$ cat src/hw/rtl/ledpf_ram.sv
// ----------------------------------------------------------------------------
// ledpf_ram
// Generic single-write, single-read RAM with registered read data.
// ----------------------------------------------------------------------------
module ledpf_ram #(
   parameter int WIDTH = 8,
   parameter int DEPTH = 64
) (
   input  logic                     clock,
   input  logic                     wr_en,
   input  logic [$clog2(DEPTH)-1:0] wr_addr,
   input  logic [WIDTH-1:0]         wr_data,
   input  logic                     rd_en,
   input  logic [$clog2(DEPTH)-1:0] rd_addr,
   output logic [WIDTH-1:0]         rd_data
);

   logic [WIDTH-1:0] mem_ff [DEPTH];
   logic [WIDTH-1:0] rd_data_ff;

   always_ff @(posedge clock) begin
      if (wr_en) begin
         mem_ff[wr_addr] <= wr_data;
      end
      if (rd_en) begin
         rd_data_ff <= mem_ff[rd_addr];
      end
   end

   assign rd_data = rd_data_ff;

endmodule

$ cat config.mk
export PLATFORM = sky130hd
export DESIGN_NAME = ledpf_ram
export DESIGN_NICKNAME = d
export VERILOG_FILES = /design/src/hw/rtl/ledpf_ram.sv
export SDC_FILE = /design/constraint.sdc
export NUM_CORES = 1
export LEC_CHECK = 0
export ABC_AREA = 1
export BUFFER_PORTS_ARGS = -buffer_cell sky130_fd_sc_hd__buf_2
export CAP_MARGIN = 10
export CORE_UTILIZATION = 35
export CTS_CLUSTER_DIAMETER = 120
export DETAILED_ROUTE_END_ITERATION = 7
export PLACE_DENSITY = 0.45
export SETUP_SLACK_MARGIN = 0.5
export SLEW_MARGIN = 40
export SYNTH_ARGS = -nofsm -noshare
export SYNTH_HDL_FRONTEND = slang
export SYNTH_SLANG_ARGS = --single-unit
export TNS_END_PERCENT = 20
$ cat constraint.sdc
create_clock -name clock -period 6.55 [get_ports clock]
set_input_delay 1.31 -clock clock [delete_from_list [all_inputs] [get_ports clock]]
set_output_delay 1.31 -clock clock [all_outputs]
set_load 0.01 [all_outputs]
Yosys cells after proc, flatten, opt, wreduce, memory -nomap -nowiden
Memories as Yosys holds them, arrays and structs flattened. A register that Yosys moved wholly into a read port is not among the register bits.
Index checks and enable logic that the tools add are counted.
Widths: inputs -> output; s select.
{"block": "totals", "ff_bits": 0, "input_bits": 23, "out_inout_bits": 8, "elab_cells": 3, "mem_count": 1, "mem_bits_rw": 512}
{"name": "mem_ff", "words": 64, "width": 8, "read_ports": 1, "rd_ports_with_merged_regs": 1, "write_ports": 1, "line": "18", "rtl": "logic [WIDTH-1:0] mem_ff [DEPTH];"}
{"block": "classes", "muxes": 2}
{"operator": "$mux 1", "n": 2}

Longest topological paths before layout
{"block": "logic_depth", "depth_word": 2, "mapped_depth": 12, "mapped_depth_nobuf": 9}

Worst setup path before layout
OpenSTA, ideal clock, no wires.
{"block": "synth_path", "kind": "input to register", "startpoint": "input port wr_en", "endpoint": "memory mem_ff[48][0], enable pin", "path_buffers": 1, "required_ps": 6155, "arrival_ps": 2681, "path_stages": 3, "setup_time_ps": 395, "setup_slack_ps": 3474, "path_cell_list": "clkbuf_1 nand4_1 nor4_1"}
{"block": "synth_via", "elab_chain_len": 2}
{"item": "from (decl)", "line": "10", "rtl": "input logic wr_en,"}
{"item": "$mux 1", "line": "22", "rtl": "if (wr_en) begin"}
{"item": "$mux 1 (not written as such)", "line": "23", "rtl": "mem_ff[wr_addr] <= wr_data;"}
{"item": "to (decl)", "line": "18"}
No other way between the ends.

==> summary.txt <==
Status
  – Outcome: finished, final reports clean

Die
  – # IOs: 31
  – Die Height: around 250 µm
  – Total core area: 60400 µm²
  – DIE WIDTH: about 250 µm
  – Overall die area: roughly 62000 µm²
  – Effective utilization at floorplan: 35.5%
  – Cell row count: 90

STA
  – Worst hold slack after final layout: 0.901 ns
  – Setup clock skew after layout: around 0.024 ns
  – Unrepaired setup endpoints after global routing: no
  – Slew of the pin with the lowest slew margin: 0.898 ns
  – Post-layout minimum cycle time: roughly 3.3 ns
  – Fmax: 304 MHz
  – Post-route setup TNS: 0 ns
  – Worst setup slack after layout: 3.26 ns
  – Final Slew Violations: 0
  – Final hold violation count: 0
  – # setup viols final: 0
  – Portion of the clock cycle consumed by the worst path in the final layout: roughly half
  – Max-slew headroom: 39.9%

Synthesis
  – Share of the synthesized area in the top cell type: 72.9%
  – Instance count of the mapped netlist: roughly 1800
  – Most repeated cell in the gate-level netlist after synthesis: nand2_1
  – Average size of a mapped cell: between 10 and 15 µm²
  – Net count of the mapped netlist: ~1800
  – Share of synthesized registers carrying an async set or reset: 0%
  – Portion of the post-synthesis area used by sequential elements: approximately 73%
  – Synth warnings: 0
  – Number of enable-type register cells in the synthesized netlist: between 500 and 600
  – Top cells by area, synth: edfxtp_1, nand2_1, nand3_1, buf_6, nor2_1
  – Cell Area, Synth: about 21000 µm²
  – Post-synthesis cell type count: 15
  – Cell type contributing the most total cell area after synthesis: edfxtp_1
  – Most common library cells after synthesis: nand2_1, edfxtp_1, nand3_1, nor2_1, buf_2
  – Prevailing post-synth register cell: edfxtp_1
  – Register bit count reported by yosys: 520

Route
  – Routed length per placed instance: 22.4 µm
  – Antenna Nets Post-Route: 0
  – First-pass iteration count of the detailed router: 5
  – Remaining routing DRC violations: 0
  – Via Count: about 13000
  – Total Wirelength: 59.3 mm
  – DRC marker count from the first detailed-route iteration: 1223
  – Average via count per standard cell: between 5 and 6

Power and ir drop
  – Sw frac: a little under a quarter
  – Relative contribution of the clock network to total power: 43.4%
  – Combinational fraction of design power: under 10%
  – Cell Pwr Density: roughly 300 nW/µm²
  – Net Switching: between 1.5 and 2 mW
  – Sequential power share: between 50% and 60%
  – Internal Power: 5.63 mW
  – Worst supply voltage drop on vdd: a little under 0.0002 V
  – P_leak: approximately 8.5 nW

GRT
  – Vias in the first global route: around 13000
  – Total grt overflow: 0
  – Number of antenna violations at the first check in global routing: 2
  – Global-route wire length before repair: 88.9 mm
  – Pin count of the biggest net entering global routing: around 150
  – Global Route Usage Sum: between 10% and 20%

CTS
  – Total of cells resized after clock tree synthesis: 0
  – H-tree depth reported by CTS: 2
  – Longest Clk Path Bufs: 3
  – Clock tree from TritonCTS: built
  – Number of clock sinks: 520
  – CTS Buf Count: 57
  – Clock network latency to the later pin of the worst-skew pair: around 0.63 ns
  – Number of buffers added for setup after CTS: 0
  – Number of buffers inserted for hold repair after clock tree synthesis: 0
  – Clock slew at the register clock pins of the worst setup and hold paths: roughly 0.06 ns
  – Clock Tree Root: clkbuf_16

Critical path
  – Critical path capture point type: register
  – Class of the most critical setup path: in2reg
  – Endpoint required time on the critical path: between 7 and 8 ns
  – Critical path launch point type: primary input
  – Worst path arrival time: about 3.8 ns
  – Cell depth of the worst flop-to-flop path: 8
  – Max Fanout on Critical Path: 150

Worst hold path
  – Hold Path Depth: 8
  – Hold WC Path Type: reg2reg

Cells and area
  – Area Growth Syn to Fin: 12.0%
  – Util after Layout: roughly two fifths
  – Total number of nets in the final design: 1839
  – Layout cells sized above 1: under 10%

Place
  – Routability cong.: 0.766
  – Hpwl dp: around 33 mm
  – Number of buffer cells added on primary ports: 30
  – Placement Setup Slack: 2.52 ns

Flow run
  – Max capacitance violation total: 0
-- stage by stage --
stage | total power, mW | std cells | instance area [µm²]
after detailed placement | 4.22 | 2537 | 22100
after CTS | 7.38 | 2642 | 23900
after floorplan | 4.03 | 1805 | 21400
after global routing | 7.54 | 2644 | 24000
after global placement | 4.21 | 2530 | 22000
final | 7.31 | 2645 | 24000
-- cells in the final DEF (no fill, tap or decap), types with 6 or more instances in the layout --
master     synthesis  layout
buf_2             37      28
clkinv_2           0      13
nand4_1            9       9
buf_6             35      12
clkinv_1           0      12
nor2_1            56      35
bufinv_16          0       6
nand3_1          439     439
clkbuf_16          0      57
clkbuf_1          15      11
buf_4             14      21
nor4_1             8       8
nor2_2             0      21
edfxtp_1         520     520
nand2_1          648     648
inv_1             10       9
-- registers in the layout, summed over array words and instances, names as in the netlist --
name and count:
mem_ff 512, rd_data 8
-- worst max-delay path, cell delays in order --
cell and delay [ns]:
clkbuf_8 0.31, inv_12 0.51, buf_12 0.45, nand2_1 0.10
nand3_1 0.12, nand3_1 0.14, nand2_1 0.15, nand2_1 0.06
nand3_1 0.07, nand3_1 0.14, nand2_1 0.10
-- area by class of cell --
| cell class | count | area (µm²) |
|---|---|---|
| fillers | 5785 | 36400 |
| flip-flops and latches | 520 | 15600 |
| multi-input cells | 1160 | 5000 |
| clock buffers | 68 | 1470 |
| well taps | 782 | 978 |
| repair buffers | 65 | 514 |
| clock inverters | 37 | 359 |
| inverters | 12 | 62.6 |
| diodes | 1 | 2.50 |
-- power by group through the flow --
stage	clock, mW	sequential (mW)	combinational [mW]
5_1_grt	3.36	3.70	0.483
3_3_place_gp	0	3.77	0.436
4_1_cts	3.24	3.70	0.443
6_report	3.17	3.70	0.438
2_1_floorplan	0	3.77	0.259
3_5_place_dp	0	3.77	0.443
-- final timing paths --
kind | start | endpoint | slack (ns)
min reg2reg | mem_ff[24][4]$_DFFE_PP_ | rd_data[4]$_DFFE_PP_ | 0.90
max reg2reg | mem_ff[13][3]$_DFFE_PP_ | rd_data[3]$_DFFE_PP_ | 4.89
max | rd_addr[0] | rd_data[1]$_DFFE_PP_ | 3.26
min | mem_ff[24][4]$_DFFE_PP_ | rd_data[4]$_DFFE_PP_ | 0.90
-- metal layers --
metal	GRT usage, %	vias to the layer above	part of all wire (%)
li1	-	6391	-
met1	27.4	6614	46
met2	30.8	295	47
met3	3.16	74	4.9
met4	4.44	4	1.6
met5	0	-	0.052
-- cells by family (layout without fill, tap and decap cells) --
kind of cell  count (synthesis)  after routing  share of synthesized area [%]
other cells                   0              1                              0
simple gates               1160           1160                           23.1
flops                       520            520                           72.9
buf+inv                     125            182                           4.01
No activity file was read; power rests on OpenSTA's default activity.
