File: src/hw/rtl/ledpf_pkg.sv
// ----------------------------------------------------------------------------
// ledpf_pkg
// Shared types, constants and color math for the LED strip palette fader.
// ----------------------------------------------------------------------------
package ledpf_pkg;

   localparam int MAX_PIXELS    = 64;
   localparam int FADE_STEPS    = 24;
   localparam int PALETTE_COUNT = 3;
   localparam int INDEX_CYCLE   = 24;

   localparam int PIXEL_ADDR_WIDTH = $clog2(MAX_PIXELS);
   localparam int PIXEL_COUNT_WIDTH = $clog2(MAX_PIXELS + 1);
   localparam int INDEX_WIDTH = 5;
   localparam int PALETTE_WIDTH = 2;
   localparam int NUM_PIXELS_WIDTH = 7;
   localparam int PERIOD_WIDTH = 16;
   localparam int CSR_INDEX_WIDTH = 1;

   // CSR indexes
   localparam logic [CSR_INDEX_WIDTH-1:0] CSR_NUM_PIXELS     = 1'd0;
   localparam logic [CSR_INDEX_WIDTH-1:0] CSR_PALETTE_PERIOD = 1'd1;

   localparam logic [NUM_PIXELS_WIDTH-1:0] NUM_PIXELS_RESET = 7'd56;
   localparam logic [PERIOD_WIDTH-1:0] PERIOD_RESET = 16'd10000;

   // step = diff / FADE_STEPS via reciprocal multiply; exact for 8-bit diffs
   localparam int STEP_SHIFT = 16;
   localparam int STEP_RECIP = (2 ** STEP_SHIFT + FADE_STEPS - 1) / FADE_STEPS;
   localparam int RECIP_WIDTH = STEP_SHIFT + 1;
   localparam int STEP_PROD_WIDTH = 8 + RECIP_WIDTH;

   // channel 0 red, 1 green, 2 blue
   typedef logic [2:0][7:0] rgb_type;

   typedef struct packed {
      rgb_type                cur;
      rgb_type                tgt;
      rgb_type                step;
      logic [INDEX_WIDTH-1:0] idx;
   } pixel_entry_type;

   localparam int ENTRY_WIDTH = $bits(pixel_entry_type);

   typedef struct packed {
      logic [PIXEL_ADDR_WIDTH-1:0] addr;
      logic                        last;
      logic [PALETTE_WIDTH-1:0]    palette;
   } seq_type;

   // {red, green, blue}; slot 3 repeats the rainbow
   localparam logic [23:0] PALETTE_TABLE [0:3][0:7] = '{
      '{24'h400000, 24'h402000, 24'h404000, 24'h004000,
        24'h202020, 24'h000040, 24'h130020, 24'h240040},
      '{24'h300000, 24'h301000, 24'h300000, 24'h301400,
        24'h300000, 24'h300800, 24'h000000, 24'h000000},
      '{24'h202020, 24'h000040, 24'h130020, 24'h240040,
        24'h000000, 24'h000000, 24'h000000, 24'h000000},
      '{24'h400000, 24'h402000, 24'h404000, 24'h004000,
        24'h202020, 24'h000040, 24'h130020, 24'h240040}
   };

   localparam logic [PALETTE_WIDTH-1:0] PAL_RAINBOW = 2'd0;
   localparam logic [PALETTE_WIDTH-1:0] PAL_RED     = 2'd1;
   localparam logic [PALETTE_WIDTH-1:0] PAL_BLUE    = 2'd2;
   localparam logic [PALETTE_WIDTH-1:0] PAL_ALT     = 2'd3;

   function automatic rgb_type unpack_color(logic [23:0] w);
      rgb_type res;
      res[0] = w[23:16];
      res[1] = w[15:8];
      res[2] = w[7:0];
      return res;
   endfunction

   // value below 64 reduced mod 6 by compare-subtract
   function automatic logic [2:0] mod6(logic [6:0] v);
      logic [6:0] r;
      r = v;
      if (r >= 7'd48) r = r - 7'd48;
      if (r >= 7'd24) r = r - 7'd24;
      if (r >= 7'd12) r = r - 7'd12;
      if (r >= 7'd6)  r = r - 7'd6;
      return r[2:0];
   endfunction

   function automatic logic [INDEX_WIDTH-1:0] mod_cycle(logic [6:0] v);
      logic [6:0] r;
      r = v;
      if (r >= 7'd48) r = r - 7'd48;
      if (r >= 7'd24) r = r - 7'd24;
      return r[INDEX_WIDTH-1:0];
   endfunction

   function automatic rgb_type palette_color(logic [PALETTE_WIDTH-1:0] pal,
                                             logic [INDEX_WIDTH-1:0] idx);
      logic [2:0] sel;
      case (pal)
         PAL_RED:  sel = mod6({2'b00, idx});
         PAL_BLUE: sel = {1'b0, idx[1:0]};
         default:  sel = idx[2:0];
      endcase
      return unpack_color(PALETTE_TABLE[pal][sel]);
   endfunction

   function automatic logic [7:0] make_step(logic [7:0] tgt, logic [7:0] cur);
      logic [7:0]                 mag;
      logic [STEP_PROD_WIDTH-1:0] prod;
      logic [7:0]                 q;
      mag  = (tgt >= cur) ? (tgt - cur) : (cur - tgt);
      prod = STEP_PROD_WIDTH'(mag) * STEP_PROD_WIDTH'(STEP_RECIP);
      q    = 8'(prod >> STEP_SHIFT);
      if (q == 8'd0) begin
         return (tgt > cur) ? 8'd1 : 8'hFF;
      end
      return (tgt >= cur) ? q : 8'(-q);
   endfunction

   function automatic logic [7:0] move_channel(logic [7:0] cur, logic [7:0] tgt,
                                               logic [7:0] st);
      logic [7:0] f;
      f = cur + st;
      if (cur > tgt) begin
         if (f > cur || f < tgt) f = tgt;
      end else begin
         if (f < cur || f > tgt) f = tgt;
      end
      return f;
   endfunction

   // start-up contents of one pixel entry: fading within the red palette
   function automatic pixel_entry_type pixel_reset_entry(logic [PIXEL_ADDR_WIDTH-1:0] i);
      pixel_entry_type e;
      logic [2:0]      r;
      logic [2:0]      rn;
      r  = mod6(7'(i));
      rn = (r == 3'd5) ? 3'd0 : r + 3'd1;
      e.cur = unpack_color(PALETTE_TABLE[PAL_RED][r]);
      e.tgt = unpack_color(PALETTE_TABLE[PAL_RED][rn]);
      for (int c = 0; c < 3; c++) begin
         e.step[c] = make_step(e.tgt[c], e.cur[c]);
      end
      e.idx = mod_cycle(7'(i) + 7'd1);
      return e;
   endfunction

endpackage

File: src/hw/rtl/ledpf_pixel_update.sv
// ----------------------------------------------------------------------------
// ledpf_pixel_update
// One fade step of a pixel entry, with retarget when the target is reached.
// ----------------------------------------------------------------------------
module ledpf_pixel_update
   import ledpf_pkg::*;
(
   input  pixel_entry_type          entry,
   input  logic [PALETTE_WIDTH-1:0] palette,
   output pixel_entry_type          entry_next
);

   rgb_type                moved;
   rgb_type                new_tgt;
   logic [INDEX_WIDTH-1:0] new_idx;
   logic                   arrived;

   always_comb begin
      for (int c = 0; c < 3; c++) begin
         moved[c] = move_channel(entry.cur[c], entry.tgt[c], entry.step[c]);
      end
      arrived = (moved == entry.tgt);

      new_idx = (entry.idx >= INDEX_WIDTH'(INDEX_CYCLE - 1)) ?
                '0 : entry.idx + INDEX_WIDTH'(1);
      new_tgt = palette_color(palette, new_idx);

      entry_next.cur = moved;
      if (arrived) begin
         entry_next.tgt = new_tgt;
         for (int c = 0; c < 3; c++) begin
            entry_next.step[c] = make_step(new_tgt[c], moved[c]);
         end
         entry_next.idx = new_idx;
      end else begin
         entry_next.tgt  = entry.tgt;
         entry_next.step = entry.step;
         entry_next.idx  = entry.idx;
      end
   end

endmodule

File: config.mk
export PLATFORM = sky130hd
export DESIGN_NAME = ledpf_pixel_update
export DESIGN_NICKNAME = d
export VERILOG_FILES = /design/src/hw/rtl/ledpf_pkg.sv /design/src/hw/rtl/ledpf_pixel_update.sv
export SDC_FILE = /design/constraint.sdc
export NUM_CORES = 1
export LEC_CHECK = 0
export BUFFER_PORTS_ARGS = -buffer_cell sky130_fd_sc_hd__buf_2
export CAP_MARGIN = 20
export CORE_MARGIN = 4
export CORE_UTILIZATION = 50
export DETAILED_ROUTE_END_ITERATION = 8
export PLACE_DENSITY = 0.78
export SYNTH_ARGS = -nofsm -noshare
export SYNTH_HDL_FRONTEND = slang
export SYNTH_SLANG_ARGS = --single-unit
File: constraint.sdc
create_clock -name vclk -period 27.6
set_input_delay 2.76 -clock vclk [all_inputs]
set_output_delay 2.76 -clock vclk [all_outputs]
set_load 0.05 [all_outputs]
== Yosys cells after proc, flatten, opt, wreduce, memory -nomap -nowiden ==
Cells that the tools add are included.
Word-level totals
  bits in registers: 0
Operators by class
  eq/ne operators: 3
  add/subtract/negate cells: 16
  bitwise operators: 2
  mux-type cells: 44
  order comparisons: 27
  reduce and logical (&&, ||, !) cells: 9
  multiply operators: 3
Operators with widths (count)
  192-bit binary-select mux with 2-bit select: 1
  192-bit two-way mux: 2
  8-bit two-way mux: 24
  8-bit greater-than comparator: 12
  24-bit binary-select mux with 3-bit select: 1
  8-bit by 12-bit multiplier with 20-bit output (second input constant): 3
  53-bit two-way mux: 1
  8-bit less-than comparator: 6
  24-bit two-way mux: 2
  8-bit subtractor: 6
  7-bit two-way mux: 4
  8-bit adder: 3
  24-bit == test: 1
  8-bit greater-or-equal comparator: 3
  8-bit zero test: 3
  4-bit negator with 8-bit output: 3
  5-bit greater-or-equal comparator (second input constant): 2
  7-bit by 3-bit greater-or-equal comparator with 1-bit output (second input constant): 1
  7-bit by 4-bit greater-or-equal comparator with 1-bit output (second input constant): 1
  7-bit by 4-bit subtractor with 7-bit output (second input constant): 1
  1-bit logical OR: 6
  1-bit two-way mux: 6
  3-bit case mux with 2 select lines: 1
  5-bit by 5-bit subtractor with 6-bit output (second input constant): 1
  other kinds (10): 10

== Depth between registers and ports, before layout ==
  depth after elaboration: 23
  gate-level depth with buffers: 55
  depth with buffers taken out: 53

== Worst setup path before layout ==
No wires, ideal clock.
  kind: input port to output port
  from: in entry[5] (netlist name)
  to: out entry_next[8] (netlist name)
  stages: 46
  data arrival time: 13588 ps
  buffers on the path: 4
  slack: 11252 ps
  cell sequence: ha_1 > fa_1 > a21o_1 > a21oi_1 > o21bai_1 > a21oi_1 > xnor2_1 > ha_1 > a21o_1 > a21oi_1 > o31a_1 > o21ai_1 > o2bb2ai_2 > buf_2 > mux2i_1 > inv_1 > ha_1 > clkbuf_1 > [... 10 more ...] > inv_1 > fa_1 > fa_1 > fa_1 > inv_1 > ha_1 > and4_1 > o21ai_0 > or4b_2 > nor3b_1 > o21a_1 > a2111oi_1 > a311oi_2 > ha_1 > nor2_1 > a21oi_1 > mux2i_1 > o21ai_0
RTL lines
  start, declared: line ledpf_pixel_update.sv:8  | input pixel_entry_type entry,
  end, declared: line ledpf_pixel_update.sv:10  | output pixel_entry_type entry_next

==> summary.md <==
| Metric | Value |
|---|---|
| Final Hold Fails | `0` |
| Worst Setup End Kind | `output pin` |
| Synth area leaders | `ha_1, fa_1, inv_1` |
| FFs & Latches | `0` |
| Max_slew headroom | `48.1%` |
| Register area share after synthesis | `0%` |
| Largest family of logic cells by synthesized area | `adder cells` |
| Initial antenna violation count | `3` |
| Setup bufs post-CTS | `0` |
| Final slew viol count | `0` |
| Setup violators final | `0` |
| I/O pin count | `156` |
| Maxcap violations | `0` |
| Post-CTS Resized | `0` |
| Fillers | `1939` |
| Status | `complete, no violations` |
| Clock buffer cells | `0` |
| Worst EP required | `24840 ps` |
| RSZ-0062 raised after global routing | `no` |
| Vias in the first global route | `9780` |
| Worst Hold Depth | `4` |
| Mux contribution to synthesized area | `4.33%` |
| Die W | `153 um` |
| Final period util | `62.5%` |
| DRC viols | `0` |
| Slowest Stage Delay on Critical Path | `740 ps` |
| Port Buf Inserts | `156` |
| Area share of the largest cell type after synthesis | `32.0%` |
| Fin crit period | `17240 ps` |
| Xor/xnor cell area share of the yosys netlist | `6.90%` |
| CP Data Arrival Time | `14480 ps` |
| Adder-Cell Fraction of Synth Area | `42.4%` |
| Rows | `52` |
| Synth top cells by count | `ha_1, inv_1, nor2_1` |
| WS Path Type | `in2out` |
| Crit start category | `input port` |
| Initial core utilization | `51.5%` |
| Synth area leader | `ha_1` |
| Core box area | `0.0205 mm^2` |
| Count leader, synth | `ha_1` |
| Register area | `0 um^2` |
| Starting DRT DRC Count | `586` |
| Simple-gate portion of the synthesized area | `15.0%` |
| Slew @ Worst Pin | `769 ps` |
| Total number of vias | `9991` |
| Synth-to-Final Area Change | `9.39%` |
| Grt total ovfl | `0` |
| First-pass GRT wire length | `46.4 mm` |
| Gpl congestion | `1.00` |
| CTS Hold Bufs | `0` |
| Pre-Repair DR Iteration Count | `5` |
| Slowest CP cell | `or4b_2` |
| Antenna Violating Nets Remaining | `0` |
| Via density | `5.69` |
| Syn Nets | `1761` |
| Die area | `0.0235 mm^2` |
| Post-Synthesis Cell Area | `0.0106 mm^2` |
| Routed len/inst | `16.2 um` |
| GRT Overall Usage | `22.9%` |
| Share of cells above drive strength 1 | `14.1%` |
| Crit path max fanout | `18` |
| Netlist cell types | `93` |
| Die Span Y | `153 um` |
| Syn avg cell area | `7.78 um^2` |
| Post-DP HPWL | `25.1 mm` |
| Fmax achieved | `58.0 MHz` |
| Synth Warn # | `0` |
| Largest net degree at the start of global routing | `74` |
| Crit-path most repeated cell | `ha_1` |
| Final #Nets | `1893` |
| Final WL | `28.4 mm` |
| Fin Setup TNS | `0 ps` |
| Min-delay worst type | `in2out` |
| Diode count | `0` |
| Synth Instances | `1357` |
| Compound-cell area share of the yosys netlist | `21.0%` |
## cell usage in the layout (no fill, tap or decap), drive strengths merged, types with 4 or more instances in the layout
master | synthesis | layout
o21ai | 56 | 56
nor2 | 86 | 86
a21oi | 87 | 87
nand3 | 34 | 34
ha | 270 | 270
or3 | 5 | 5
o31ai | 7 | 7
a31oi | 16 | 16
o41ai | 4 | 4
inv | 249 | 249
and2 | 7 | 7
o21bai | 11 | 11
nand2b | 9 | 9
and3 | 14 | 14
fa | 55 | 55
buf | 18 | 159
xor2 | 17 | 17
nand2 | 77 | 77
o21a | 6 | 6
o311ai | 6 | 6
a221o | 5 | 5
a21boi | 6 | 6
and4 | 4 | 4
or2 | 5 | 5
mux2 | 13 | 13
nand4 | 23 | 23
xnor2 | 64 | 64
o221ai | 4 | 4
nor2b | 13 | 13
nor4 | 5 | 5
a21o | 45 | 45
nor3 | 17 | 17
mux2i | 29 | 29
o211ai | 7 | 7
a211oi | 12 | 12
## logic make-up after synthesis
logic type                 after synthesis
AOI/OAI and AO/OA                      314
and+or+nand+nor                        317
xor gates and xnor gates                81
adders and majority gates              325
buffers and inverters                  278
muxes                                   42
## per-layer routing
| layer | track usage [%] | share of wire, % | vias up |
|---|---|---|---|
| met4 | 5.26 | 2.4 | 6 |
| met3 | 2.57 | 5.8 | 54 |
| met5 | 0 | 0.11 | - |
| met1 | 31.0 | 46 | 4613 |
| li1 | - | - | 5001 |
| met2 | 39.3 | 46 | 317 |
## final timing paths
path / from / endpoint / slack [ps]
max: entry[0] / entry_next[12] / 10360
min: entry[8] / entry_next[8] / 5940
## worst max-delay path: cells and delay by family
family,cells,cell delay [ps]
mux,2,650
buf+inv,7,960
fa+ha+maj,10,3450
xor+xnor,1,240
compound gates,12,2620
simple gates,16,3800
## stage by stage
stage	hold slack, ps	setup WS [ps]	std cells	util [%]	cell area, um^2
floorplan	5790	11250	1357	-	10600
detailed placement	5940	10440	1757	56.3	11500
finish	5940	10360	1757	56.3	11500
global route	5970	9480	1757	56.3	11500
CTS	5940	10420	1757	56.3	11500
global placement	5950	10630	1756	56.3	11500
## layout make-up
type / instances / area, um^2 / area share [%]
multi-input cells: 1079 / 9470 / 82.0
inverters: 249 / 937 / 8.12
repair buffers: 159 / 803 / 6.96
well taps: 270 / 338 / 2.93
Power is not shown: default switching activity piles up to over one toggle a cycle in this logic, so the estimate is an artifact.
