## src/hw/rtl/ledpf_pkg.sv

```systemverilog
// ----------------------------------------------------------------------------
// ledpf_pkg
// Shared types, constants and color math for the LED strip palette fader.
// ----------------------------------------------------------------------------
package ledpf_pkg;

   localparam int MAX_PIXELS    = 64;
   localparam int FADE_STEPS    = 24;
   localparam int PALETTE_COUNT = 3;
   localparam int INDEX_CYCLE   = 24;

   localparam int PIXEL_ADDR_WIDTH = $clog2(MAX_PIXELS);
   localparam int PIXEL_COUNT_WIDTH = $clog2(MAX_PIXELS + 1);
   localparam int INDEX_WIDTH = 5;
   localparam int PALETTE_WIDTH = 2;
   localparam int NUM_PIXELS_WIDTH = 7;
   localparam int PERIOD_WIDTH = 16;
   localparam int CSR_INDEX_WIDTH = 1;

   // CSR indexes
   localparam logic [CSR_INDEX_WIDTH-1:0] CSR_NUM_PIXELS     = 1'd0;
   localparam logic [CSR_INDEX_WIDTH-1:0] CSR_PALETTE_PERIOD = 1'd1;

   localparam logic [NUM_PIXELS_WIDTH-1:0] NUM_PIXELS_RESET = 7'd56;
   localparam logic [PERIOD_WIDTH-1:0] PERIOD_RESET = 16'd10000;

   // step = diff / FADE_STEPS via reciprocal multiply; exact for 8-bit diffs
   localparam int STEP_SHIFT = 16;
   localparam int STEP_RECIP = (2 ** STEP_SHIFT + FADE_STEPS - 1) / FADE_STEPS;
   localparam int RECIP_WIDTH = STEP_SHIFT + 1;
   localparam int STEP_PROD_WIDTH = 8 + RECIP_WIDTH;

   // channel 0 red, 1 green, 2 blue
   typedef logic [2:0][7:0] rgb_type;

   typedef struct packed {
      rgb_type                cur;
      rgb_type                tgt;
      rgb_type                step;
      logic [INDEX_WIDTH-1:0] idx;
   } pixel_entry_type;

   localparam int ENTRY_WIDTH = $bits(pixel_entry_type);

   typedef struct packed {
      logic [PIXEL_ADDR_WIDTH-1:0] addr;
      logic                        last;
      logic [PALETTE_WIDTH-1:0]    palette;
   } seq_type;

   // {red, green, blue}; slot 3 repeats the rainbow
   localparam logic [23:0] PALETTE_TABLE [0:3][0:7] = '{
      '{24'h400000, 24'h402000, 24'h404000, 24'h004000,
        24'h202020, 24'h000040, 24'h130020, 24'h240040},
      '{24'h300000, 24'h301000, 24'h300000, 24'h301400,
        24'h300000, 24'h300800, 24'h000000, 24'h000000},
      '{24'h202020, 24'h000040, 24'h130020, 24'h240040,
        24'h000000, 24'h000000, 24'h000000, 24'h000000},
      '{24'h400000, 24'h402000, 24'h404000, 24'h004000,
        24'h202020, 24'h000040, 24'h130020, 24'h240040}
   };

   localparam logic [PALETTE_WIDTH-1:0] PAL_RAINBOW = 2'd0;
   localparam logic [PALETTE_WIDTH-1:0] PAL_RED     = 2'd1;
   localparam logic [PALETTE_WIDTH-1:0] PAL_BLUE    = 2'd2;
   localparam logic [PALETTE_WIDTH-1:0] PAL_ALT     = 2'd3;

   function automatic rgb_type unpack_color(logic [23:0] w);
      rgb_type res;
      res[0] = w[23:16];
      res[1] = w[15:8];
      res[2] = w[7:0];
      return res;
   endfunction

   // value below 64 reduced mod 6 by compare-subtract
   function automatic logic [2:0] mod6(logic [6:0] v);
      logic [6:0] r;
      r = v;
      if (r >= 7'd48) r = r - 7'd48;
      if (r >= 7'd24) r = r - 7'd24;
      if (r >= 7'd12) r = r - 7'd12;
      if (r >= 7'd6)  r = r - 7'd6;
      return r[2:0];
   endfunction

   function automatic logic [INDEX_WIDTH-1:0] mod_cycle(logic [6:0] v);
      logic [6:0] r;
      r = v;
      if (r >= 7'd48) r = r - 7'd48;
      if (r >= 7'd24) r = r - 7'd24;
      return r[INDEX_WIDTH-1:0];
   endfunction

   function automatic rgb_type palette_color(logic [PALETTE_WIDTH-1:0] pal,
                                             logic [INDEX_WIDTH-1:0] idx);
      logic [2:0] sel;
      case (pal)
         PAL_RED:  sel = mod6({2'b00, idx});
         PAL_BLUE: sel = {1'b0, idx[1:0]};
         default:  sel = idx[2:0];
      endcase
      return unpack_color(PALETTE_TABLE[pal][sel]);
   endfunction

   function automatic logic [7:0] make_step(logic [7:0] tgt, logic [7:0] cur);
      logic [7:0]                 mag;
      logic [STEP_PROD_WIDTH-1:0] prod;
      logic [7:0]                 q;
      mag  = (tgt >= cur) ? (tgt - cur) : (cur - tgt);
      prod = STEP_PROD_WIDTH'(mag) * STEP_PROD_WIDTH'(STEP_RECIP);
      q    = 8'(prod >> STEP_SHIFT);
      if (q == 8'd0) begin
         return (tgt > cur) ? 8'd1 : 8'hFF;
      end
      return (tgt >= cur) ? q : 8'(-q);
   endfunction

   function automatic logic [7:0] move_channel(logic [7:0] cur, logic [7:0] tgt,
                                               logic [7:0] st);
      logic [7:0] f;
      f = cur + st;
      if (cur > tgt) begin
         if (f > cur || f < tgt) f = tgt;
      end else begin
         if (f < cur || f > tgt) f = tgt;
      end
      return f;
   endfunction

   // start-up contents of one pixel entry: fading within the red palette
   function automatic pixel_entry_type pixel_reset_entry(logic [PIXEL_ADDR_WIDTH-1:0] i);
      pixel_entry_type e;
      logic [2:0]      r;
      logic [2:0]      rn;
      r  = mod6(7'(i));
      rn = (r == 3'd5) ? 3'd0 : r + 3'd1;
      e.cur = unpack_color(PALETTE_TABLE[PAL_RED][r]);
      e.tgt = unpack_color(PALETTE_TABLE[PAL_RED][rn]);
      for (int c = 0; c < 3; c++) begin
         e.step[c] = make_step(e.tgt[c], e.cur[c]);
      end
      e.idx = mod_cycle(7'(i) + 7'd1);
      return e;
   endfunction

endpackage

```

## src/hw/rtl/ledpf_sequencer.sv

```systemverilog
// ----------------------------------------------------------------------------
// ledpf_sequencer
// CSRs, strip pointer, sweep counter and active palette rotation.
// ----------------------------------------------------------------------------
module ledpf_sequencer
   import ledpf_pkg::*;
(
   input  logic                        clock,
   input  logic                        reset,
   input  logic                        csr_we,
   input  logic [CSR_INDEX_WIDTH-1:0]  csr_index,
   input  logic [PERIOD_WIDTH-1:0]     csr_data,
   input  logic                        tick_take,
   output seq_type                     seq
);

   logic [NUM_PIXELS_WIDTH-1:0]  num_pixels_ff, num_pixels_in;
   logic [PERIOD_WIDTH-1:0]      period_ff, period_in;
   logic [PIXEL_ADDR_WIDTH-1:0]  pointer_ff, pointer_in;
   logic [PERIOD_WIDTH-1:0]      sweep_count_ff, sweep_count_in;
   logic [PALETTE_WIDTH-1:0]     palette_ff, palette_in;

   logic [PIXEL_COUNT_WIDTH-1:0] count_eff;
   logic [PIXEL_ADDR_WIDTH-1:0]  cur_addr;
   logic                         last;
   logic [PERIOD_WIDTH:0]        sweep_next;
   logic                         rotate;

   always_comb begin
      // out-of-range counts clamp to 1..MAX_PIXELS
      if (num_pixels_ff == '0) begin
         count_eff = PIXEL_COUNT_WIDTH'(1);
      end else if (num_pixels_ff > NUM_PIXELS_WIDTH'(MAX_PIXELS)) begin
         count_eff = PIXEL_COUNT_WIDTH'(MAX_PIXELS);
      end else begin
         count_eff = PIXEL_COUNT_WIDTH'(num_pixels_ff);
      end

      cur_addr = (PIXEL_COUNT_WIDTH'(pointer_ff) >= count_eff) ? '0 : pointer_ff;
      last     = (PIXEL_COUNT_WIDTH'(cur_addr) + PIXEL_COUNT_WIDTH'(1)) >= count_eff;

      sweep_next = {1'b0, sweep_count_ff} + (PERIOD_WIDTH+1)'(1);
      rotate     = (period_ff != '0 && sweep_next >= {1'b0, period_ff})
                   || sweep_next[PERIOD_WIDTH];

      num_pixels_in  = num_pixels_ff;
      period_in      = period_ff;
      pointer_in     = pointer_ff;
      sweep_count_in = sweep_count_ff;
      palette_in     = palette_ff;

      if (csr_we) begin
         case (csr_index)
            CSR_NUM_PIXELS:     num_pixels_in = csr_data[NUM_PIXELS_WIDTH-1:0];
            CSR_PALETTE_PERIOD: period_in     = csr_data;
            default: ;
         endcase
      end

      if (tick_take) begin
         if (last) begin
            pointer_in = '0;
            if (rotate) begin
               sweep_count_in = '0;
               palette_in = (palette_ff == PALETTE_WIDTH'(PALETTE_COUNT - 1)) ?
                            '0 : palette_ff + PALETTE_WIDTH'(1);
            end else begin
               sweep_count_in = sweep_next[PERIOD_WIDTH-1:0];
            end
         end else begin
            pointer_in = cur_addr + PIXEL_ADDR_WIDTH'(1);
         end
      end

      seq.addr    = cur_addr;
      seq.last    = last;
      seq.palette = palette_ff;
   end

   always_ff @(posedge clock) begin
      if (reset) begin
         num_pixels_ff  <= NUM_PIXELS_RESET;
         period_ff      <= PERIOD_RESET;
         pointer_ff     <= '0;
         sweep_count_ff <= '0;
         palette_ff     <= PAL_RAINBOW;
      end else begin
         num_pixels_ff  <= num_pixels_in;
         period_ff      <= period_in;
         pointer_ff     <= pointer_in;
         sweep_count_ff <= sweep_count_in;
         palette_ff     <= palette_in;
      end
   end

endmodule

```

## config.mk

```make
export PLATFORM = sky130hd
export DESIGN_NAME = ledpf_sequencer
export DESIGN_NICKNAME = d
export VERILOG_FILES = /design/src/hw/rtl/ledpf_pkg.sv /design/src/hw/rtl/ledpf_sequencer.sv
export SDC_FILE = /design/constraint.sdc
export NUM_CORES = 1
export LEC_CHECK = 0
export ABC_AREA = 1
export BUFFER_PORTS_ARGS = -buffer_cell sky130_fd_sc_hd__buf_2
export CORE_MARGIN = 2
export CORE_UTILIZATION = 30
export CTS_CLUSTER_DIAMETER = 30
export DETAILED_ROUTE_END_ITERATION = 10
export GPL_TIMING_DRIVEN = 0
export MAX_ROUTING_LAYER = met4
export SKIP_LAST_GASP = 1
export SLEW_MARGIN = 20
export SYNTH_ARGS = -nofsm -noshare
export SYNTH_HDL_FRONTEND = slang
export SYNTH_SLANG_ARGS = --single-unit
```

## constraint.sdc

```tcl
create_clock -name clock -period 3.4 [get_ports clock]
set_clock_uncertainty 0.15 [all_clocks]
set_input_delay 0.51 -clock clock [delete_from_list [all_inputs] [get_ports clock]]
set_output_delay 0.51 -clock clock [all_outputs]
set_load 0.01 [all_outputs]
```

Word-level counts from Yosys, hierarchy flattened
Index checks and enable logic that the tools add are counted.
{ "classes": {"bitwise_logic": 1, "n_eq_ne": 1, "n_lt_le_gt_ge": 4, "shift": 0, "reduce_logical": 8, "n_mux": 6, "div": 0, "mul": 0, "n_addsub": 4} }
{ "ops": {"columns": ["op", "count"], "rows": [
  ["adder 16 x 1 -> 17 bit (second input constant)", 1],
  ["greater-or-equal comparator 17 x 16 -> 1 bit", 1],
  ["2-to-1 mux 16 bit", 1],
  ["nonzero test 16 bit", 1],
  ["2-to-1 mux 7 bit", 2],
  ["2-to-1 mux 6 bit", 2],
  ["adder 6 x 1 -> 7 bit (second input constant)", 1],
  ["greater-or-equal comparator 6 x 7 -> 1 bit", 1],
  ["greater-or-equal comparator 7 bit", 1],
  ["> comparator 7 bit (second input constant)", 1],
  ["logical NOT 7 bit", 1],
  ["adder 6 x 1 -> 6 bit (second input constant)", 1],
  ["AND reduction 2 bit", 3],
  ["AND reduction 3 bit", 1],
  ["adder 2 x 1 -> 2 bit (second input constant)", 1],
  ["== test 2 bit (second input constant)", 1],
  ["2-to-1 mux 2 bit", 1],
  ["logical AND 1 bit", 1],
  ["logical OR 1 bit", 1],
  ["NOT 1 bit", 1]
]} }
{ "totals": {"reg_bits": 47, "output_inout_bits": 9, "romBits": 0, "in_bits": 21, "memories": 0, "latch_bits": 0, "ram_bits": 0, "wordCells": 29} }

Longest topological paths before layout
{ "depth": {"depth_word": 8, "depth_mapped": 25, "mapped_depth_nobuf": 24} }

Least setup slack after synthesis
Ideal clock, no wire load.
{ "synth_path": {"path_kind": "reg-to-reg", "from": "register num_pixels_ff[1]", "to": "register sweep_count_ff[10]", "setup_slack_ps": -412, "synth_period_minus_slack_ps": 3812, "path_buffers": 1, "t_required_ps": 3180, "arrival_time_ps": 3592, "stages_incl_launch_ff": 23, "setup_time_ps": 70, "path_cell_list": "dfxtp_1 > nor4_1 > nand2_1 > nand2_1 > nand2_1 > ha_1 > nand2_1 > nand2_1 > a22oi_2 > nand3_2 > nor2_1 > ha_1 > nand4_1 > nand2_1 > inv_1 > ha_1 > a21oi_1 > o21a_1 > o211ai_1 > nand2_1 > clkbuf_1 > nand2_1 > a21oi_1"} }
{ "synth_rtl": {"columns": ["element", "line_no", "source"], "rows": [
  ["start, declared", "ledpf_sequencer.sv:17", "logic [NUM_PIXELS_WIDTH-1:0] num_pixels_ff, num_pixels_in;"],
  ["start signal, assigned", "ledpf_sequencer.sv:88", "num_pixels_ff <= num_pixels_in;"],
  ["end signal, assigned", "ledpf_sequencer.sv:91", "sweep_count_ff <= sweep_count_in;"],
  ["end, declared", "ledpf_sequencer.sv:20", "logic [PERIOD_WIDTH-1:0] sweep_count_ff, sweep_count_in;"]
]} }

Worst setup path after layout
{ "layout_path": {"from": "register num_pixels_ff[2]", "to": "output seq[2] (netlist name)"} }
{ "layout_between": {"elab_chain_len": 7, "word_cells_on_any_way": 8} }
{ "layout_rtl": {"columns": ["element", "line_no", "source"], "rows": [
  ["> comparator 7 bit", "ledpf_sequencer.sv:33", "end else if (num_pixels_ff > NUM_PIXELS_WIDTH'(MAX_PIXELS)) begin"],
  ["2-to-1 mux 7 bit", "ledpf_sequencer.sv:33", null],
  ["2-to-1 mux 7 bit (*)", "ledpf_sequencer.sv:31", "if (num_pixels_ff == '0) begin"],
  ["greater-or-equal comparator 6 x 7 -> 1 bit", "ledpf_sequencer.sv:39", "cur_addr = (PIXEL_COUNT_WIDTH'(pointer_ff) >= count_eff) ? '0 : pointer_ff;"],
  ["2-to-1 mux 6 bit", "ledpf_sequencer.sv:39", null],
  ["adder 6 x 1 -> 7 bit", "ledpf_sequencer.sv:40", "last = (PIXEL_COUNT_WIDTH'(cur_addr) + PIXEL_COUNT_WIDTH'(1)) >= count_eff;"],
  ["greater-or-equal comparator 7 bit (*)", "ledpf_sequencer.sv:40", null],
  ["end, declared", "ledpf_sequencer.sv:14", "output seq_type seq"]
]} }
Every way passes the cells marked *; elsewhere a longest branch is shown, timed or not.

==> results.yml <==
setup_path:
  critPathCaptureType: "primary output"
  path_delay_family: "simple AND/OR/NAND/NOR gates"
  critical_path.max_fanout: 4
  cp_cell_sequence: "nor4_4 -> nand2_2 -> nand2_4 -> nand2_4 -> ha_4 -> nand2_2 -> nand2_2 -> a22oi_2 -> nand3_4 -> buf_12 -> nor2_4 -> nand4_1 -> nor2_1 -> ha_1 -> a21oi_2 -> o21a_1 -> o211ai_1 -> buf_4 -> buf_6"
  required_ns: 2.74
  crit_buf_inv: 3
  path_common_cell: "nand2_2"
  arrival_ns: 3.55
  path_class: "register to primary output"
  slowest_delay_ns: 0.37
  cp-start-kind: "register"
  slowest_stage: "dfxtp_4"
layout:
  final_cell_area_sq_um: 3830
  insertedDiodeCount: 0
  fin_nets: 529
  fillCellCount: 1079
  area_growth_pct: 26.1
  drive_above_1_share: 0.247
grt:
  antenna_found_initial: 0
  overflow: 0
  grt_max_degree: 14
  grt_pass1_vias: 2731
  grt_pass1_wl_microns: 12900
  grt_usage: 0.150
detailed_routing:
  num_vias: 2960
  drc: 0
  drt-total-wl_microns: 7950
  wl_per_cell_microns: 13.0
  drt_iter0_drc: 127
  routed_via_density: 4.85
  drt-pass1-iter-count: 4
  ant_nets: 0
floorplan:
  die_w_microns: 105
  dieHeight_microns: 105
  fp.dieArea_sq_um: 11000
  num_io_pins: 30
  start_util: 0.310
  core_sq_um: 9820
  fp-row-count: 36
logic_synthesis:
  yosysUniqueCellTypes: 36
  async_flop_share: 0
  ys_ff_latch: 47
  ys_warn_count: 0
  syn_area_sq_um: 3040
  syn-instance-count: 423
  ys_seq_area_frac: 0.310
  syn-num-nets: 475
  avgSynthCellArea_sq_um: 7.18
  synth_flop_cell: "dfxtp_1"
  synth_edf_count: 0
sta:
  hold_slack_ns: 0.276
  max_slew_margin: 0.610
  setup_ws_ns: -0.806
  slew_violations: 0
  finalCriticalPeriod_ns: 4.21
  period_share: 1.24
  tightest_slew_ns: 0.585
  rsz0062_at_grt: "true"
  tns_ns: -12.93
  hold_viol_final: 0
  setup_viol: 25
  fmaxAchievable_ghz: 0.238
cts:
  numCtsBuffers: 5
  insertion_delay_ns: 0.30
  clock-sinks: 47
  cts-root-buf: "clkbuf_8"
  path_clk_slew_ns: 0.08
  cts-htree-levels: 2
  cts_tree: "yes"
  clockBufferDepth: 2
  cts.hold.buffers_added: 0
min_path:
  hp-class: "primary input to register"
placement:
  dpl_cell_area_sq_um: 3440
  place.gp.congestion: 0.832
  dp_hpwl_microns: 5910
  portBuffers: 29
  dp_slack_ns: -0.685
pwr:
  leakagePower_nw: 1.69
  peakVddDrop_uv: 134
  cellPowerDensity_nw_per_um2: 292
flow_run:
  maxCapViolCount: 0
outcome:
  violations: "negative setup slack"
  status: "finished, violations left"
-- Yosys cell counts, types with 6 or more instances --
library cell | count | share of area
a21oi_1 | 43 | 0.071
clkbuf_1 | 8 | 0.0099
dfxtp_1 | 47 | 0.31
ha_1 | 31 | 0.13
inv_1 | 45 | 0.056
nand2_1 | 92 | 0.11
nand3_1 | 17 | 0.028
nand4_1 | 24 | 0.049
nor2_1 | 32 | 0.040
o211ai_1 | 6 | 0.015
o21ai_0 | 21 | 0.035
xor2_1 | 9 | 0.026
-- layout by cell type (no fill, tap or decap), types with 4 or more instances in the layout --
master / instances
clkbuf_8: 7
nand3_1: 14
nand4_1: 24
ha_4: 4
buf_4: 17
inv_2: 5
nand3_2: 4
o211ai_1: 6
a21oi_1: 35
nor2_1: 27
a21oi_2: 8
o21ai_1: 4
clkbuf_1: 7
xnor2_1: 4
buf_2: 28
nand2_2: 7
nor2_4: 6
inv_1: 44
o21ai_0: 18
nand2_4: 4
ha_1: 27
buf_6: 6
nand2_1: 83
nor4_1: 4
dfxtp_1: 44
xor2_1: 9
nor2_2: 4
-- per-layer routing --
metal	track usage	share of wire	vias to the layer above
li1	-	-	1528
met1	0.187	0.45	1359
met2	0.252	0.49	65
met3	0.0225	0.049	8
met4	0.0429	0.011	0
met5	-	0	-
-- path summary, 6_finish.rpt --
kind	startpoint	end	slack, ns	cells past startpoint
max	num_pixels_ff[2]	seq[2]	-0.81	19
min reg2reg	sweep_count_ff[7]	sweep_count_ff[7]	0.34	2
min	csr_data[8]	period_ff[8]	0.28	3
max reg2reg	num_pixels_ff[2]	sweep_count_ff[5]	-0.54	23
-- report_power, final --
group | total [W] | leakage [nW] | internal (W) | switching [W]
Clock | 0.000343 | 0.0470 | 0.000160 | 0.000183
Combinational | 0.000187 | 1.26 | 0.0000776 | 0.000109
Sequential | 0.000588 | 0.384 | 0.000571 | 0.0000167
Total | 0.00112 | 1.69 | 0.000808 | 0.000309
-- cells by family after synthesis --
family / share of synthesized area
buffers and inverters: 0.0951
and+or+nand+nor: 0.296
adders and majority gates: 0.128
DFF: 0.310
AOI/OAI and AO/OA: 0.134
xor gates and xnor gates: 0.0375
-- area by class of cell --
cell class,count,area [sq um],area share
Timing Repair Buffer,47,307,0.0800
Multi-Input combinational cell,310,2020,0.527
Tap cell,133,166,0.0434
Clock buffer,6,82.6,0.0215
Sequential cell,47,947,0.247
Clock inverter,1,5.00,0.00131
Inverter,52,203,0.0529
Buffer,14,104,0.0271
-- state kept, by name (all words and copies together) (netlist names) --
| register | count |
|---|---|
| period_ff | 16 |
| pointer_ff | 6 |
| sweep_count_ff | 16 |
| num_pixels_ff | 7 |
| palette_ff | 2 |
-- timing repair --
action / in CTS / in global routing
buffers inserted: 10 / 6
endpoints found under the hold margin: 0 / 0
gates cloned: 2 / 0
pin swaps: 14 / 25
setup endpoints to repair: 25 / 25
resized for setup: 22 / 22
-- worst min-delay path: stages --
cell and delay, ns:
buf_2 0.07, nand2_1 0.04, o211ai_1 0.06
-- stage by stage --
step	instances	total power [W]	util
final	610	0.00112	0.390
after global routing	610	0.00118	0.390
after CTS	604	0.00112	0.377
after detailed placement	585	0.000759	0.351
after global placement	585	0.000754	0.351
after floorplan	423	0.000707	-
Note: power is estimated with default switching activity, not from simulation.
